--- config.mk ---
export PLATFORM = sky130hd
export DESIGN_NAME = breakpoint_match_table_core
export DESIGN_NICKNAME = d
export VERILOG_FILES = /design/src/rtl/bmt_pkg.sv /design/src/rtl/bmt_mem.sv /design/src/rtl/bmt_seq.sv /design/src/rtl/breakpoint_match_table_core.sv
export VERILOG_INCLUDE_DIRS = /design/src /design/src/rtl
export SDC_FILE = /design/constraint.sdc
export NUM_CORES = 1
export LEC_CHECK = 0
export BUFFER_PORTS_ARGS = -buffer_cell sky130_fd_sc_hd__buf_2
export CAP_MARGIN = 20
export CORE_MARGIN = 5
export CORE_UTILIZATION = 50
export DETAILED_ROUTE_END_ITERATION = 8
export PLACE_DENSITY = 0.62
export SYNTH_ARGS = -nofsm -noshare
export SYNTH_HDL_FRONTEND = slang
export SYNTH_SLANG_ARGS = --single-unit
--- constraint.sdc ---
create_clock -name clk_i -period 11.7 [get_ports clk_i]
set_input_delay 2.34 -clock clk_i [delete_from_list [all_inputs] [get_ports clk_i]]
set_output_delay 2.34 -clock clk_i [all_outputs]
set_load 0.05 [all_outputs]
--- src/rtl/breakpoint_match_table_core_macros.svh ---
// Assertion macros shared by the breakpoint match table RTL.
// Each macro expects clk_i and rst_ni to be visible where it is used.
`ifndef BREAKPOINT_MATCH_TABLE_CORE_MACROS_SVH
`define BREAKPOINT_MATCH_TABLE_CORE_MACROS_SVH

// Condition must hold at every clock edge outside reset.
`define BMT_ASSERT_ALWAYS(lbl, cond, msg) \
  lbl: assert property (@(posedge clk_i) disable iff (!rst_ni) (cond)) \
    else $error(msg);

// Consequence must hold in the cycle after the antecedent.
`define BMT_ASSERT_NEXT(lbl, ante, cons, msg) \
  lbl: assert property (@(posedge clk_i) disable iff (!rst_ni) (ante) |=> (cons)) \
    else $error(msg);

`endif

--- src/rtl/bmt_pkg.sv ---
// Shared types, codes and helper functions of the breakpoint match table.
// No dependencies; used by every RTL module of the block.
`default_nettype none

package bmt_pkg;

  localparam int unsigned ENTRIES_DEF = 16;

  typedef enum logic [2:0] {
    CMD_ADD     = 3'd0,
    CMD_CLR_ID  = 3'd1,
    CMD_CLR_SRC = 3'd2,
    CMD_SET_ARM = 3'd3,
    CMD_SNAP_EN = 3'd4,
    CMD_MATCH   = 3'd5
  } cmd_e;

  localparam logic [1:0] SRC_TEMP = 2'd0;
  localparam logic [1:0] SRC_SNAP = 2'd1;
  localparam logic [1:0] KIND_RAM = 2'd1;
  localparam logic [1:0] KIND_ROM = 2'd2;

  typedef enum logic [2:0] {
    ST_IDLE,
    ST_READ,
    ST_EVAL,
    ST_APPEND,
    ST_DONE
  } state_e;

  typedef enum logic [2:0] {
    PH_DUP,
    PH_ALLOC,
    PH_FIND,
    PH_SHIFT,
    PH_SWEEP,
    PH_MATCH
  } phase_e;

  typedef struct packed {
    logic [15:0] id;
    logic [15:0] address;
    logic [15:0] bank;
    logic [1:0]  kind;
    logic [1:0]  source;
    logic        armed;
  } entry_t;

  typedef struct packed {
    logic rd;
    logic wr;
  } mem_ctl_t;

  // Next breakpoint id: increment, wrapping past zero to one.
  function automatic logic [15:0] next_id(input logic [15:0] cur);
    logic [15:0] n;
    n = cur + 16'd1;
    if (n == 16'd0) begin
      n = 16'd1;
    end
    return n;
  endfunction

  function automatic logic bank_hit(input logic [1:0] kind, input logic [15:0] bank,
                                    input logic [15:0] ram, input logic [15:0] rom);
    logic h;
    case (kind)
      KIND_RAM: h = (ram == bank);
      KIND_ROM: h = (rom == bank);
      default:  h = 1'b1;
    endcase
    return h;
  endfunction

endpackage

`default_nettype wire

--- src/rtl/bmt_mem.sv ---
// Entry storage of the breakpoint match table: one write port, one read
// port with registered read data. Depends on bmt_pkg.
`default_nettype none

module bmt_mem #(
  parameter int unsigned ENTRIES = bmt_pkg::ENTRIES_DEF
) (
  input  wire logic                                          clk_i,
  input  wire bmt_pkg::mem_ctl_t                             ctl_i,
  input  wire logic [(ENTRIES > 1 ? $clog2(ENTRIES) : 1)-1:0] rd_addr_i,
  input  wire logic [(ENTRIES > 1 ? $clog2(ENTRIES) : 1)-1:0] wr_addr_i,
  input  wire bmt_pkg::entry_t                               wr_data_i,
  output bmt_pkg::entry_t                                    rd_data_o
);
  import bmt_pkg::*;

  entry_t mem [ENTRIES];
  entry_t rd_data_q;

  always_ff @(posedge clk_i) begin
    if (ctl_i.wr) begin
      mem[wr_addr_i] <= wr_data_i;
    end
  end

  always_ff @(posedge clk_i) begin
    if (ctl_i.rd) begin
      rd_data_q <= mem[rd_addr_i];
    end
  end

  assign rd_data_o = rd_data_q;

endmodule

`default_nettype wire

--- src/rtl/bmt_seq.sv ---
// Command sequencer of the breakpoint match table: scans the entry memory
// one entry per read, rewrites entries, allocates ids. Depends on bmt_pkg.
`default_nettype none

module bmt_seq #(
  parameter int unsigned ENTRIES = bmt_pkg::ENTRIES_DEF
) (
  input  wire logic                                          clk_i,
  input  wire logic                                          rst_ni,
  input  wire logic                                          in_valid_i,
  output logic                                               in_stall_o,
  input  wire logic [2:0]                                    cmd_i,
  input  wire logic [15:0]                                   address_i,
  input  wire logic [1:0]                                    kind_i,
  input  wire logic [15:0]                                   bank_i,
  input  wire logic [1:0]                                    source_i,
  input  wire logic [15:0]                                   ident_i,
  input  wire logic                                          flag_i,
  input  wire logic [15:0]                                   visible_ram_bank_i,
  input  wire logic [15:0]                                   visible_rom_bank_i,
  input  wire logic                                          out_free_i,
  output logic                                               done_o,
  output logic [15:0]                                        result_o,
  output logic [$clog2(ENTRIES + 1)-1:0]                     count_o,
  output bmt_pkg::mem_ctl_t                                  mem_ctl_o,
  output logic [(ENTRIES > 1 ? $clog2(ENTRIES) : 1)-1:0]      rd_addr_o,
  output logic [(ENTRIES > 1 ? $clog2(ENTRIES) : 1)-1:0]      wr_addr_o,
  output bmt_pkg::entry_t                                    wr_data_o,
  input  wire bmt_pkg::entry_t                               rd_data_i
);
  import bmt_pkg::*;
  `include "breakpoint_match_table_core_macros.svh"

  localparam int unsigned IW = (ENTRIES > 1) ? $clog2(ENTRIES) : 1;
  localparam int unsigned CW = $clog2(ENTRIES + 1);
  localparam logic [CW-1:0] FULL = CW'(ENTRIES);

  state_e state_q, state_d;
  phase_e phase_q, phase_d;
  logic [CW-1:0] idx_q, idx_d, wr_q, wr_d, count_q, count_d;
  logic [15:0] last_id_q, last_id_d, cand_q, cand_d, result_q, result_d;
  logic snap_q, snap_d;

  cmd_e        cmd_q, cmd_d;
  logic [15:0] addr_q, addr_d, bank_q, bank_d, ident_q, ident_d;
  logic [15:0] ram_q, ram_d, rom_q, rom_d;
  logic [1:0]  kind_q, kind_d, src_q, src_d;
  logic        flag_q, flag_d;

  logic   at_end, full, arm, dup_hit, id_hit, match_hit, cand_used;
  entry_t e;

  assign e         = rd_data_i;
  assign at_end    = (idx_q == count_q);
  assign full      = (count_q == FULL);
  assign arm       = (src_q != SRC_SNAP) || snap_q;
  assign dup_hit   = (e.source == src_q) && (e.address == addr_q) &&
                     (e.kind == kind_q) && (e.bank == bank_q);
  assign id_hit    = (e.id == ident_q);
  assign cand_used = (e.id == cand_q);
  assign match_hit = (e.id != ident_q) && e.armed && (e.address == addr_q) &&
                     bank_hit(e.kind, e.bank, ram_q, rom_q);

  // Next state.
  always_comb begin
    state_d = state_q;
    case (state_q)
      ST_IDLE: begin
        if (in_valid_i) begin
          case (cmd_i)
            CMD_ADD:     state_d = (source_i == SRC_TEMP && full) ? ST_DONE : ST_READ;
            CMD_CLR_ID,
            CMD_SET_ARM: state_d = (ident_i == 16'd0) ? ST_DONE : ST_READ;
            CMD_CLR_SRC,
            CMD_SNAP_EN,
            CMD_MATCH:   state_d = ST_READ;
            default:     state_d = ST_DONE;
          endcase
        end
      end
      ST_READ: begin
        if (!at_end) begin
          state_d = ST_EVAL;
        end else begin
          case (phase_q)
            PH_DUP:   state_d = full ? ST_DONE : ST_READ;
            PH_ALLOC: state_d = ST_APPEND;
            default:  state_d = ST_DONE;
          endcase
        end
      end
      ST_EVAL: begin
        case (phase_q)
          PH_DUP:   state_d = dup_hit ? ST_DONE : ST_READ;
          PH_FIND:  state_d = (id_hit && cmd_q == CMD_SET_ARM) ? ST_DONE : ST_READ;
          PH_MATCH: state_d = match_hit ? ST_DONE : ST_READ;
          default:  state_d = ST_READ;
        endcase
      end
      ST_APPEND: state_d = ST_DONE;
      ST_DONE:   state_d = out_free_i ? ST_IDLE : ST_DONE;
      default:   state_d = ST_IDLE;
    endcase
  end

  // Outputs and datapath.
  always_comb begin
    phase_d   = phase_q;
    idx_d     = idx_q;
    wr_d      = wr_q;
    count_d   = count_q;
    last_id_d = last_id_q;
    cand_d    = cand_q;
    result_d  = result_q;
    snap_d    = snap_q;
    cmd_d     = cmd_q;
    addr_d    = addr_q;
    bank_d    = bank_q;
    ident_d   = ident_q;
    ram_d     = ram_q;
    rom_d     = rom_q;
    kind_d    = kind_q;
    src_d     = src_q;
    flag_d    = flag_q;
    mem_ctl_o = '0;
    rd_addr_o = idx_q[IW-1:0];
    wr_addr_o = idx_q[IW-1:0];
    wr_data_o = e;
    case (state_q)
      ST_IDLE: begin
        if (in_valid_i) begin
          cmd_d    = cmd_e'(cmd_i);
          addr_d   = address_i;
          bank_d   = bank_i;
          ident_d  = ident_i;
          ram_d    = visible_ram_bank_i;
          rom_d    = visible_rom_bank_i;
          kind_d   = kind_i;
          src_d    = source_i;
          flag_d   = flag_i;
          idx_d    = '0;
          wr_d     = '0;
          result_d = '0;
          cand_d   = next_id(last_id_q);
          case (cmd_i)
            CMD_ADD:     phase_d = (source_i == SRC_TEMP) ? PH_ALLOC : PH_DUP;
            CMD_CLR_ID,
            CMD_SET_ARM: phase_d = PH_FIND;
            CMD_CLR_SRC: phase_d = PH_SWEEP;
            CMD_SNAP_EN: begin
              phase_d = PH_SWEEP;
              snap_d  = flag_i;
            end
            default:     phase_d = PH_MATCH;
          endcase
        end
      end
      ST_READ: begin
        if (!at_end) begin
          mem_ctl_o.rd = 1'b1;
        end else begin
          case (phase_q)
            PH_DUP: begin
              phase_d = PH_ALLOC;
              idx_d   = '0;
            end
            PH_SHIFT: begin
              count_d  = count_q - CW'(1);
              result_d = ident_q;
            end
            PH_SWEEP: begin
              if (cmd_q == CMD_CLR_SRC) begin
                count_d = wr_q;
              end
            end
            default: ;
          endcase
        end
      end
      ST_EVAL: begin
        idx_d = idx_q + CW'(1);
        case (phase_q)
          PH_DUP: begin
            if (dup_hit) begin
              mem_ctl_o.wr    = 1'b1;
              wr_data_o.armed = arm;
              result_d        = e.id;
            end
          end
          PH_ALLOC: begin
            // A taken candidate restarts the scan with the following id.
            if (cand_used) begin
              cand_d = next_id(cand_q);
              idx_d  = '0;
            end
          end
          PH_FIND: begin
            if (id_hit) begin
              if (cmd_q == CMD_SET_ARM) begin
                mem_ctl_o.wr    = 1'b1;
                wr_data_o.armed = flag_q;
                result_d        = ident_q;
              end else begin
                phase_d = PH_SHIFT;
              end
            end
          end
          PH_SHIFT: begin
            mem_ctl_o.wr = 1'b1;
            wr_addr_o    = idx_q[IW-1:0] - IW'(1);
          end
          PH_SWEEP: begin
            if (cmd_q == CMD_CLR_SRC) begin
              if (e.source != src_q) begin
                mem_ctl_o.wr = 1'b1;
                wr_addr_o    = wr_q[IW-1:0];
                wr_d         = wr_q + CW'(1);
              end
            end else if (e.source == SRC_SNAP) begin
              mem_ctl_o.wr    = 1'b1;
              wr_data_o.armed = flag_q;
            end
          end
          PH_MATCH: begin
            if (match_hit) begin
              result_d = e.id;
            end
          end
          default: ;
        endcase
      end
      ST_APPEND: begin
        mem_ctl_o.wr = 1'b1;
        wr_addr_o    = count_q[IW-1:0];
        wr_data_o    = '{id: cand_q, address: addr_q, bank: bank_q, kind: kind_q,
                         source: src_q, armed: arm};
        count_d      = count_q + CW'(1);
        last_id_d    = cand_q;
        result_d     = cand_q;
      end
      default: ;
    endcase
  end

  always_ff @(posedge clk_i or negedge rst_ni) begin
    if (!rst_ni) begin
      state_q   <= ST_IDLE;
      phase_q   <= PH_MATCH;
      idx_q     <= '0;
      wr_q      <= '0;
      count_q   <= '0;
      last_id_q <= '0;
      snap_q    <= 1'b0;
    end else begin
      state_q   <= state_d;
      phase_q   <= phase_d;
      idx_q     <= idx_d;
      wr_q      <= wr_d;
      count_q   <= count_d;
      last_id_q <= last_id_d;
      snap_q    <= snap_d;
    end
  end

  always_ff @(posedge clk_i) begin
    cand_q   <= cand_d;
    result_q <= result_d;
    cmd_q    <= cmd_d;
    addr_q   <= addr_d;
    bank_q   <= bank_d;
    ident_q  <= ident_d;
    ram_q    <= ram_d;
    rom_q    <= rom_d;
    kind_q   <= kind_d;
    src_q    <= src_d;
    flag_q   <= flag_d;
  end

  assign in_stall_o = (state_q != ST_IDLE);
  assign done_o     = (state_q == ST_DONE);
  assign result_o   = result_q;
  assign count_o    = count_q;

  `BMT_ASSERT_ALWAYS(a_count_range, count_q <= FULL, "entry count above table size")
  `BMT_ASSERT_ALWAYS(a_one_port_op, !(mem_ctl_o.rd && mem_ctl_o.wr), "read and write together")
  `BMT_ASSERT_NEXT(a_read_eval, mem_ctl_o.rd, state_q == ST_EVAL, "read not followed by eval")
  `BMT_ASSERT_NEXT(a_append_cnt, state_q == ST_APPEND, count_q == $past(count_q) + CW'(1),
                   "append did not grow the table")

endmodule

`default_nettype wire

--- src/rtl/breakpoint_match_table_core.sv ---
// Breakpoint match table, top level: entry memory, command sequencer and
// the result word register. A command is started, each entry is read from
// the entry memory and then evaluated or written back, an add appends its
// entry, and the result is handed over. Match, set armed and clear stop at
// the hit; clear by id then moves the later entries up; clear by source and
// snapshot enable read every entry. Add scans for a duplicate (other than
// temporary source), stopping at a hit, and then reads the entries once more
// for each id candidate tried. A new word is taken only while the sequencer
// is idle; a finished result word waits in the output register while the
// next command is worked on.
`default_nettype none

module breakpoint_match_table_core #(
  parameter int unsigned ENTRIES = bmt_pkg::ENTRIES_DEF
) (
  input  wire logic        clk_i,
  input  wire logic        rst_ni,
  input  wire logic        in_valid_i,
  output logic             in_stall_o,
  input  wire logic [2:0]  cmd_i,
  input  wire logic [15:0] address_i,
  input  wire logic [1:0]  kind_i,
  input  wire logic [15:0] bank_i,
  input  wire logic [1:0]  source_i,
  input  wire logic [15:0] ident_i,
  input  wire logic        flag_i,
  input  wire logic [15:0] visible_ram_bank_i,
  input  wire logic [15:0] visible_rom_bank_i,
  output logic             out_valid_o,
  input  wire logic        out_stall_i,
  output logic [15:0]      result_id_o,
  output logic [4:0]       entry_total_o
);
  import bmt_pkg::*;

  localparam int unsigned IW = (ENTRIES > 1) ? $clog2(ENTRIES) : 1;
  localparam int unsigned CW = $clog2(ENTRIES + 1);

  mem_ctl_t      mem_ctl;
  logic [IW-1:0] rd_addr, wr_addr;
  entry_t        wr_data, rd_data;
  logic          done, out_free;
  logic [15:0]   seq_result;
  logic [CW-1:0] seq_count;
  logic [CW+4:0] count_ext;

  logic        out_valid_q;
  logic [15:0] result_q;
  logic [4:0]  total_q;

  bmt_mem #(.ENTRIES(ENTRIES)) u_mem (
    .clk_i     (clk_i),
    .ctl_i     (mem_ctl),
    .rd_addr_i (rd_addr),
    .wr_addr_i (wr_addr),
    .wr_data_i (wr_data),
    .rd_data_o (rd_data)
  );

  bmt_seq #(.ENTRIES(ENTRIES)) u_seq (
    .clk_i              (clk_i),
    .rst_ni             (rst_ni),
    .in_valid_i         (in_valid_i),
    .in_stall_o         (in_stall_o),
    .cmd_i              (cmd_i),
    .address_i          (address_i),
    .kind_i             (kind_i),
    .bank_i             (bank_i),
    .source_i           (source_i),
    .ident_i            (ident_i),
    .flag_i             (flag_i),
    .visible_ram_bank_i (visible_ram_bank_i),
    .visible_rom_bank_i (visible_rom_bank_i),
    .out_free_i         (out_free),
    .done_o             (done),
    .result_o           (seq_result),
    .count_o            (seq_count),
    .mem_ctl_o          (mem_ctl),
    .rd_addr_o          (rd_addr),
    .wr_addr_o          (wr_addr),
    .wr_data_o          (wr_data),
    .rd_data_i          (rd_data)
  );

  // The output register may be reloaded in the cycle its word is taken.
  assign out_free  = !out_valid_q || !out_stall_i;
  assign count_ext = {5'd0, seq_count};

  always_ff @(posedge clk_i or negedge rst_ni) begin
    if (!rst_ni) begin
      out_valid_q <= 1'b0;
    end else if (out_free) begin
      out_valid_q <= done;
    end
  end

  always_ff @(posedge clk_i) begin
    if (out_free && done) begin
      result_q <= seq_result;
      total_q  <= count_ext[4:0];
    end
  end

  assign out_valid_o   = out_valid_q;
  assign result_id_o   = result_q;
  assign entry_total_o = total_q;

endmodule

`default_nettype wire

==> run_results.csv, run 1 <==
group,metric,value,unit
placed_design,gp_congestion,0.929,
clock_tree,clockBufferDepth,3,
placed_design,dp_hpwl,55600,µm
die,fp.dieH,304,µm
clock_tree,cts_resized,0,
sta,finalSetupTns,0,ps
sta,rsz0062_at_grt,"no",
global_routing,overflow,0,
layout,n_antenna_cell,0,
yosys,netlist_area,43200,µm²
yosys,yosysTopAreaCellShare,72.5,%
yosys,yosysSeqAreaShare,74.8,%
sta,period_share,39.2,%
min_path,hp-class,"reg2reg",
worst_setup_path,cp-end-kind,"flip-flop",
routing,vias,21700,
yosys,yosys_warnings,0,
sta,holdWs,420,ps
global_routing,grt_pass1_wl,148000,µm
global_routing,antenna_found_initial,0,
placed_design,dpl_cell_area,45300,µm²
clock_tree,cts_tree,"done",
placed_design,port_buffers,114,
sta,fin_worst_skew,48.7,ps
die,coreArea,85400,µm²
clock_tree,path_clk_slew,60,ps
layout,postLayoutCellArea,49000,µm²
power,power_density,226,nW/µm²
routing,viasPerCell,6.02,
worst_setup_path,worstPathMaxFanout,35,
yosys,netlist_top_cells_area,"edfxtp_1, mux4_2, dfrtp_1",
yosys,ys_ff_latch,1081,
layout,layout-drive-gt1-share,25.9,%
die,fp-row-count,107,
layout,regArea,32300,µm²
layout,fill_cells,6381,
sta,max-slew-margin-rel,28.3,%
yosys,avgSynthCellArea,19.6,µm²
sta,max_freq,0.218,GHz
sta,setup_viol,0,
layout,area_growth,13.6,%
global_routing,grtUsageTotal,21.3,%
yosys,synth_fp_nets,2307,
routing,first_pass_iters,5,
routing,drt-total-wl,99400,µm
power,p_leak,0.0158,µW
status,status,"completed",
clock_tree,postCtsHoldBufs,0,
die,num_io_pins,115,
die,die_area,92300,µm²
die,start_util,50.5,%
clock_tree,cts_setup_buffers,0,
sta,drv_slew,0,
layout,fin_nets,2474,
power,ir_drop,0.000181,V
yosys,synth_edf_count,1042,
layout,multi_input_area,10400,µm²
sta,final.min_clock_period,4590,ps
clock_tree,cts_root_buf,"clkbuf_16",
worst_setup_path,cp-start-kind,"flip-flop",
sta,hold_viol,0,
routing,drcViolationCount,0,
clock_tree,numCtsBuffers,111,
worst_setup_path,critPathArrivalTime,4890,ps
worst_setup_path,cp.required,12010,ps
global_routing,grt_pass1_vias,22300,
yosys,async_flop_share,3.61,%
clock_tree,clkLatencyLatePin,690,ps
routing,routedWlPerCell,27.6,µm
yosys,yosys.cell_types.count,70,
global_routing,grt_start_max_net_pins,143,
yosys,synthCells,2206,
clock_tree,h-tree-depth,3,
yosys,synth_top_area_cell,"edfxtp_1",
yosys,synth-main-ff-cell,"edfxtp_1",
sta,tightest_slew,1070,ps
routing,ant_nets,0,
die,die_w,304,µm
routing,drtIter0Drc,1874,
worst_setup_path,crit_type,"reg2reg",
clock_tree,cts_num_sinks,1081,
run,maxCapViolCount,0,
==> final cells by class <==
class / instances / area share (%)
Tap cell: 1144 / 2.92
Sequential cell: 1081 / 65.8
Timing Repair Buffer: 171 / 2.16
Clock buffer: 137 / 5.86
Inverter: 32 / 0.250
Clock inverter: 67 / 1.69
Multi-Input combinational cell: 976 / 21.3
==> per-stage QoR <==
| stage | power, µW | util (%) | cells | setup slack, ps |
|---|---|---|---|---|
| 3_3_place_gp | 7510 | 53.0 | 3401 | 7070 |
| 2_1_floorplan | 6840 | - | 2206 | 3180 |
| 4_1_cts | 11100 | 57.3 | 3606 | 7110 |
| 6_report | 11100 | 57.4 | 3608 | 7110 |
| 3_5_place_dp | 7570 | 53.0 | 3402 | 7080 |
| 5_1_grt | 11500 | 57.4 | 3608 | 6980 |
==> layer usage <==
layer	global-route usage (%)	wire (µm)	part of all wire (%)
met3	3.17	5390	5.4
met1	30.1	41600	42
met2	35.7	50100	50
met5	0	0	0
met4	5.34	2310	2.3
==> path summary, 6_finish.rpt <==
path                       cells after the start  slack (ps)           startpoint                  to
max                                            9        7110  u_mem.rd_data_o[21]    u_mem.mem[1][34]
min                                            0         420    u_seq.result_o[0]      result_id_o[0]
max reg2reg                                    9        7110  u_mem.rd_data_o[21]    u_mem.mem[1][34]
min reg2reg                                    0         420    u_seq.result_o[0]      result_id_o[0]
max in group asynchronous                      1        9170               rst_ni      u_seq.idx_q[3]
min in group asynchronous                      1        1810               rst_ni  u_seq.last_id_q[8]
==> logic make-up (layout without fill, tap and decap cells) <==
group	count (synthesis)	count (layout)	share of synthesized area (%)
multiplexers	289	289	14.4
flip-flops	1081	1081	74.8
buffers and inverters	149	407	1.35
adder cells (fa/ha/maj)	9	9	0.261
XOR/XNOR	125	125	2.54
AO/OA/AOI/OAI	138	138	2.25
AND/OR/NAND/NOR	415	415	4.46
==> flip-flops by register name, indices dropped and copies added, names as in the netlist, 5 cells and up <==
name             flops
u_mem.mem          848
u_mem.rd_data_o     53
result_id_o         16
u_seq.addr_q        16
u_seq.bank_q        16
u_seq.cand_q        16
u_seq.ident_q       16
u_seq.last_id_q     16
u_seq.ram_q         16
u_seq.result_o      16
u_seq.rom_q         16
entry_total_o        5
u_seq.count_o        5
u_seq.idx_q          5
u_seq.wr_q           5
==> critical path: stages, from the launching register on <==
cell	delay [ps]
edfxtp_1	400
xor2_1	180
nor4_1	500
nand4_1	610
nor4_1	620
o31ai_1	150
buf_4	190
nor3_2	490
buf_4	390
buf_4	660
==> cells in the final DEF, fill, tap and decap left out, types with 9 or more instances in the layout <==
cell type,Yosys,final
o21ai_0,36,36
a222oi_1,16,16
nor2_1,38,35
mux2i_1,19,19
dfrtp_1,37,33
clkinv_1,0,23
clkbuf_1,73,26
nor3_1,20,12
edfxtp_1,1042,1042
xnor2_1,52,52
a21oi_1,21,20
bufinv_16,0,16
xor2_1,73,73
mux4_2,265,265
clkinv_2,0,11
nor3_2,1,9
buf_2,14,114
clkbuf_16,0,111
nand3_1,30,30
nor4_1,35,31
nand4_1,12,12
ha_1,9,9
nand2_1,232,232
inv_1,32,31
buf_4,1,53
==> where the power goes <==
group	internal (µW)	leakage, µW	switching [µW]
clock	2110	0.00178	1460
combinational	873	0.00405	1380
sequential	4940	0.00993	302
==> cells in the mapped netlist, types with 5 or more instances <==
cell type,count
a21oi_1,21
a222oi_1,16
a22o_1,5
a31oi_1,5
and2_1,5
and3_1,5
buf_1,28
buf_2,14
clkbuf_1,73
dfrtp_1,37
edfxtp_1,1042
ha_1,9
inv_1,32
mux2_2,5
mux2i_1,19
mux4_2,265
nand2_1,232
nand2b_1,5
nand3_1,30
nand4_1,12
nor2_1,38
nor3_1,20
nor4_1,35
o211ai_1,5
o21ai_0,36
o22ai_1,8
or3_1,5
xnor2_1,52
xor2_1,73
No activity file was read; power rests on OpenSTA's default activity.
==> inputs of run 2 (changes only) <==
clock period = 4.67 ns   (was 11.7 ns; I/O delays follow)
==> run 2 against run 1 <==
  * Register-to-register slack got worse by 6400 ps
  * Combinational power rose to 2.5 times the previous value
  * Sequential cell count stayed put
  * Final cell count barely moved
  * Worst setup slack lost 6400 ps
  * Global-route usage decreased by 0.69 points
  * Sequential share of layout area is 0.20 points lower
  * Sequential power increased to 2.5 times the previous value
  * Non-clock buffer count unchanged
==> run_results.csv, run 2 (synthesized netlist as in run 1, its figures left out) <==
group,metric,value,unit
worst_setup_path,r2r_slack,690,ps
clock_tree,cts_root_buf,"clkbuf_16",
worst_setup_path,r2r-end,"u_mem.mem[10][1]",
clock_tree,clockBufferDepth,3,
global_routing,grt_pass1_wl,144000,µm
sta,rsz0062_at_grt,"no",
layout,layout_commonest_cell,"edfxtp_1",
global_routing,grt_start_max_net_pins,115,
placed_design,port_buffers,114,
routing,first_pass_iters,5,
die,start_util,50.5,%
sta,setup_viol,0,
layout,layout-drive-gt1-share,25.9,%
die,fp-row-count,107,
layout,finalNonFillerCells,3609,
layout,fill_cells,6397,
sta,max-slew-margin-rel,25.5,%
global_routing,antenna_found_initial,1,
worst_setup_path,worstSetupEndpoint,"u_mem.mem[10][1]",
global_routing,grtUsageTotal,20.6,%
clock_tree,cts_num_sinks,1081,
clock_tree,cts_resized,0,
placed_design,gp_congestion,0.874,
layout,top_register,"u_mem.mem",
clock_tree,postCtsHoldBufs,0,
worst_setup_path,reg2reg_depth,8,
die,fp.dieH,304,µm
global_routing,overflow,0,
min_path,hp-class,"reg2reg",
sta,drv_slew,0,
worst_setup_path,cp.required,5050,ps
worst_setup_path,reg2reg_from,"u_mem.rd_data_o[21]",
die,coreArea,85400,µm²
sta,final.min_clock_period,3980,ps
routing,vias,21600,
sta,finalSetupTns,0,ps
clock_tree,cts_setup_buffers,0,
die,die_area,92300,µm²
clock_tree,path_clk_slew,60,ps
power,power_density,557,nW/µm²
layout,layout_common_cells,"edfxtp_1, mux4_2, nand2_1",
sta,max_freq,0.252,GHz
placed_design,dp_hpwl,55400,µm
worst_setup_path,crit_type,"reg2reg",
placed_design,dp_cells,3403,
power,p_leak,0.0159,µW
run,maxCapViolCount,0,
sta,hold_viol,0,
worst_setup_path,cp-start-kind,"flip-flop",
worst_setup_path,critPathArrivalTime,4360,ps
sta,period_share,85.1,%
global_routing,grt_pass1_vias,21900,
clock_tree,numCtsBuffers,110,
power,finalPower,27400,µW
layout,largest_reg_flops,848,
clock_tree,cts_tree,"done",
power,ir_drop,0.000376,V
routing,viasPerCell,5.97,
sta,fin_worst_skew,27.4,ps
routing,drcViolationCount,0,
layout,n_antenna_cell,0,
routing,drt-total-wl,96200,µm
worst_setup_path,crit_start,"u_mem.rd_data_o[21]",
routing,routedWlPerCell,26.7,µm
die,num_io_pins,115,
sta,holdWs,412,ps
placed_design,dpl_cell_area,45700,µm²
worst_setup_path,cp-end-kind,"flip-flop",
layout,area_growth,14.0,%
layout,postLayoutCellArea,49200,µm²
routing,ant_nets,0,
status,status,"completed",
sta,tightest_slew,1120,ps
layout,fin_nets,2473,
die,die_w,304,µm
clock_tree,h-tree-depth,3,
worst_setup_path,worstPathMaxFanout,8,
routing,drtIter0Drc,2011,
clock_tree,clkLatencyLatePin,670,ps
-- run 2: report_power, final --
part / internal, µW / leakage, µW / switching (µW)
sequential: 12400 / 0.00993 / 766
clock: 4980 / 0.00173 / 3560
combinational: 2190 / 0.00422 / 3510
-- run 2: metrics by stage --
stage / setup slack, ps / util, %
6_report: 694 / 57.6
5_1_grt: 495 / 57.6
4_1_cts: 618 / 57.6
3_5_place_dp: 651 / 53.5
3_3_place_gp: 703 / 53.4
2_1_floorplan: -816 / -
-- run 2: worst min path at each step --
stage	slack, ps	cells after the start	end	start
floorplan	400	0	result_id_o[0]	u_seq.result_o[0]
global placement	410	0	result_id_o[15]	u_seq.result_o[15]
detailed placement	410	0	result_id_o[1]	u_seq.result_o[1]
CTS	380	1	u_seq.ram_q[0]	visible_ram_bank_i[0]
global route	400	1	u_seq.ram_q[0]	visible_ram_bank_i[0]
finish	410	0	result_id_o[1]	u_seq.result_o[1]
-- run 2: critical path, stage by stage (launching register included) --
cell and delay, ps:
edfxtp_1 400, xor2_1 180, nor4_1 400, nand4_1 570
nor4_1 740, nor3_2 110, buf_4 230, nor3_4 730
buf_4 300
-- run 2: metal layers --
layer / global-route usage (%) / part of all wire [%] / routed length (µm)
met5: 0 / 0 / 0
met4: 6.36 / 3.0 / 2890
met3: 3.19 / 5.9 / 5680
met2: 33.6 / 49 / 47300
met1: 29.4 / 42 / 40300
-- run 2: cell type report --
cell class | instances | area (µm²) | area share (%)
inverters | 32 | 123 | 0.249
multi-input cells | 976 | 10600 | 21.5
clock inverters | 60 | 576 | 1.17
repair buffers | 171 | 1270 | 2.59
flip-flops and latches | 1081 | 32300 | 65.6
clock buffers | 145 | 2950 | 5.99
well taps | 1144 | 1430 | 2.91
==> inputs of run 3 (changes only) <==
CORE_ASPECT_RATIO = 1.1   (was unset)
==> run 3 against run 2 <==
  * Sequential power is essentially flat
  * Die area is essentially flat
  * Sequential share of layout area shrank 0.22 points
  * Worst setup slack gained 280 ps
  * Combinational power shrank 0.7%
  * Critical path type unchanged
  * Largest cell class unchanged
==> run_results.csv, run 3 (synthesized netlist as in run 1, its figures left out) <==
group,metric,value,unit
status,status,"completed",
routing,vias,21500,
routing,drtIter0Drc,1944,
worst_setup_path,cp.required,5020,ps
die,die_w,290,µm
sta,hold_viol,0,
layout,postLayoutCellArea,49400,µm²
power,seq_power_share,47.5,%
power,intPower,19800,µW
power,switching_share,28.3,%
placed_design,gp_congestion,0.894,
power,pwr-share-clk,32.0,%
clock_tree,clockBufferDepth,3,
placed_design,dp_hpwl,55200,µm
layout,layout_commonest_cell,"edfxtp_1",
sta,tightest_slew,1070,ps
global_routing,grtUsageTotal,20.8,%
layout,finalNonFillerCells,3619,
sta,max-slew-margin-rel,28.9,%
die,coreArea,86000,µm²
placed_design,dp_cells,3411,
layout,fin_nets,2474,
sta,fin_worst_skew,26.8,ps
clock_tree,clkLatencyLatePin,670,ps
clock_tree,cts_tree,"done",
die,fp.dieH,318,µm
min_path,hp-class,"in2async",
die,die_area,92300,µm²
sta,period_share,79.1,%
clock_tree,cts_setup_buffers,0,
global_routing,grt_pass1_wl,146000,µm
routing,first_pass_iters,7,
worst_setup_path,cp-start-kind,"flip-flop",
clock_tree,path_clk_slew,60,ps
sta,rsz0062_at_grt,"no",
placed_design,port_buffers,114,
layout,multi_input_area,10600,µm²
sta,finalSetupTns,0,ps
global_routing,grt_pass1_vias,22900,
global_routing,antenna_found_initial,0,
power,comb_power_share,20.5,%
clock_tree,cts_num_sinks,1081,
power,power_density,559,nW/µm²
clock_tree,h-tree-depth,3,
layout,top_register,"u_mem.mem",
routing,drcViolationCount,0,
worst_setup_path,critPathArrivalTime,4050,ps
layout,regArea,32300,µm²
routing,viasPerCell,5.95,
layout,layout-drive-gt1-share,26.2,%
worst_setup_path,crit_type,"reg2reg",
clock_tree,numCtsBuffers,108,
clock_tree,postCtsHoldBufs,0,
sta,max_freq,0.271,GHz
power,ir_drop,0.000344,V
layout,n_antenna_cell,0,
die,start_util,50.2,%
placed_design,dpl_cell_area,45700,µm²
layout,largest_reg_flops,848,
worst_setup_path,cp-end-kind,"flip-flop",
routing,drt-total-wl,96600,µm
global_routing,overflow,0,
routing,ant_nets,0,
power,p_sw,7810,µW
routing,routedWlPerCell,26.7,µm
die,fp-row-count,113,
run,maxCapViolCount,0,
layout,fill_cells,6464,
sta,holdWs,408,ps
global_routing,grt_start_max_net_pins,84,
worst_setup_path,reg2reg_depth,7,
worst_setup_path,worstPathMaxFanout,23,
clock_tree,cts_root_buf,"clkbuf_16",
die,num_io_pins,115,
clock_tree,cts_resized,0,
sta,setup_viol,0,
layout,layout_common_cells,"edfxtp_1, mux4_2, nand2_1",
sta,final.min_clock_period,3700,ps
sta,drv_slew,0,
layout,area_growth,14.3,%
power,p_leak,0.0159,µW
run 3: cell types whose count changed in the layout (fill, tap and decap cells not counted), moves of 4 or more:
cell	previous run	this run
clkbuf_1	30	23
clkinv_1	19	23
clkinv_2	25	20
bufinv_16	10	16
clkbuf_8	5	0
clkinvlp_4	2	6
run 3: path summary, 6_finish.rpt:
path	to	slack [ps]	start
worst max-delay path	u_mem.mem[7][30]	970	u_seq.phase_q[0]
worst min-delay path	u_seq.wr_q[3]	410	rst_ni
worst max register to register	u_mem.mem[7][30]	970	u_seq.phase_q[0]
worst min register to register	result_id_o[11]	420	u_seq.result_o[11]
max in group asynchronous	u_seq.idx_q[1]	3540	rst_ni
min in group clk_i	result_id_o[11]	420	u_seq.result_o[11]
run 3: through the flow:
step	worst slack [ps]	power [µW]	util [%]
detailed placement	1030	19000	53.1
global placement	1080	18900	53.1
global route	805	28800	57.4
finish	974	27600	57.4
CTS	989	27900	57.4
floorplan	-816	17200	-
run 3: final cells by class:
class / count / share of cell area (%)
clock buffer: 134 / 5.80
clock inverter: 72 / 1.60
inverter: 32 / 0.248
multi-input combinational: 976 / 21.4
sequential: 1081 / 65.4
tap: 1150 / 2.92
timing repair buffer: 174 / 2.64
run 3: per-layer routing:
metal / GRT usage (%) / vias up / routed length (µm)
li1: - / 9291 / -
met1: 28.8 / 11400 / 39800
met2: 35.3 / 660 / 49300
met3: 2.69 / 151 / 5190
met4: 6.04 / 0 / 2280
met5: 0 / - / 0
run 3: power by group through the flow:
stage	sequential, µW	clock [µW]	combinational, µW
finish	13100	8830	5660
global route	13200	9460	6130
CTS	13100	9050	5710
detailed placement	13300	0	5690
global placement	13300	0	5570
floorplan	13100	0	4050
run 3: critical path, stage by stage, from the launching register on:
cell and delay (ps):
dfstp_2 670, nand3b_1 380, o21a_1 320, o211ai_2 80
a22oi_1 280, or3_1 640, nor4b_4 680, buf_12 290
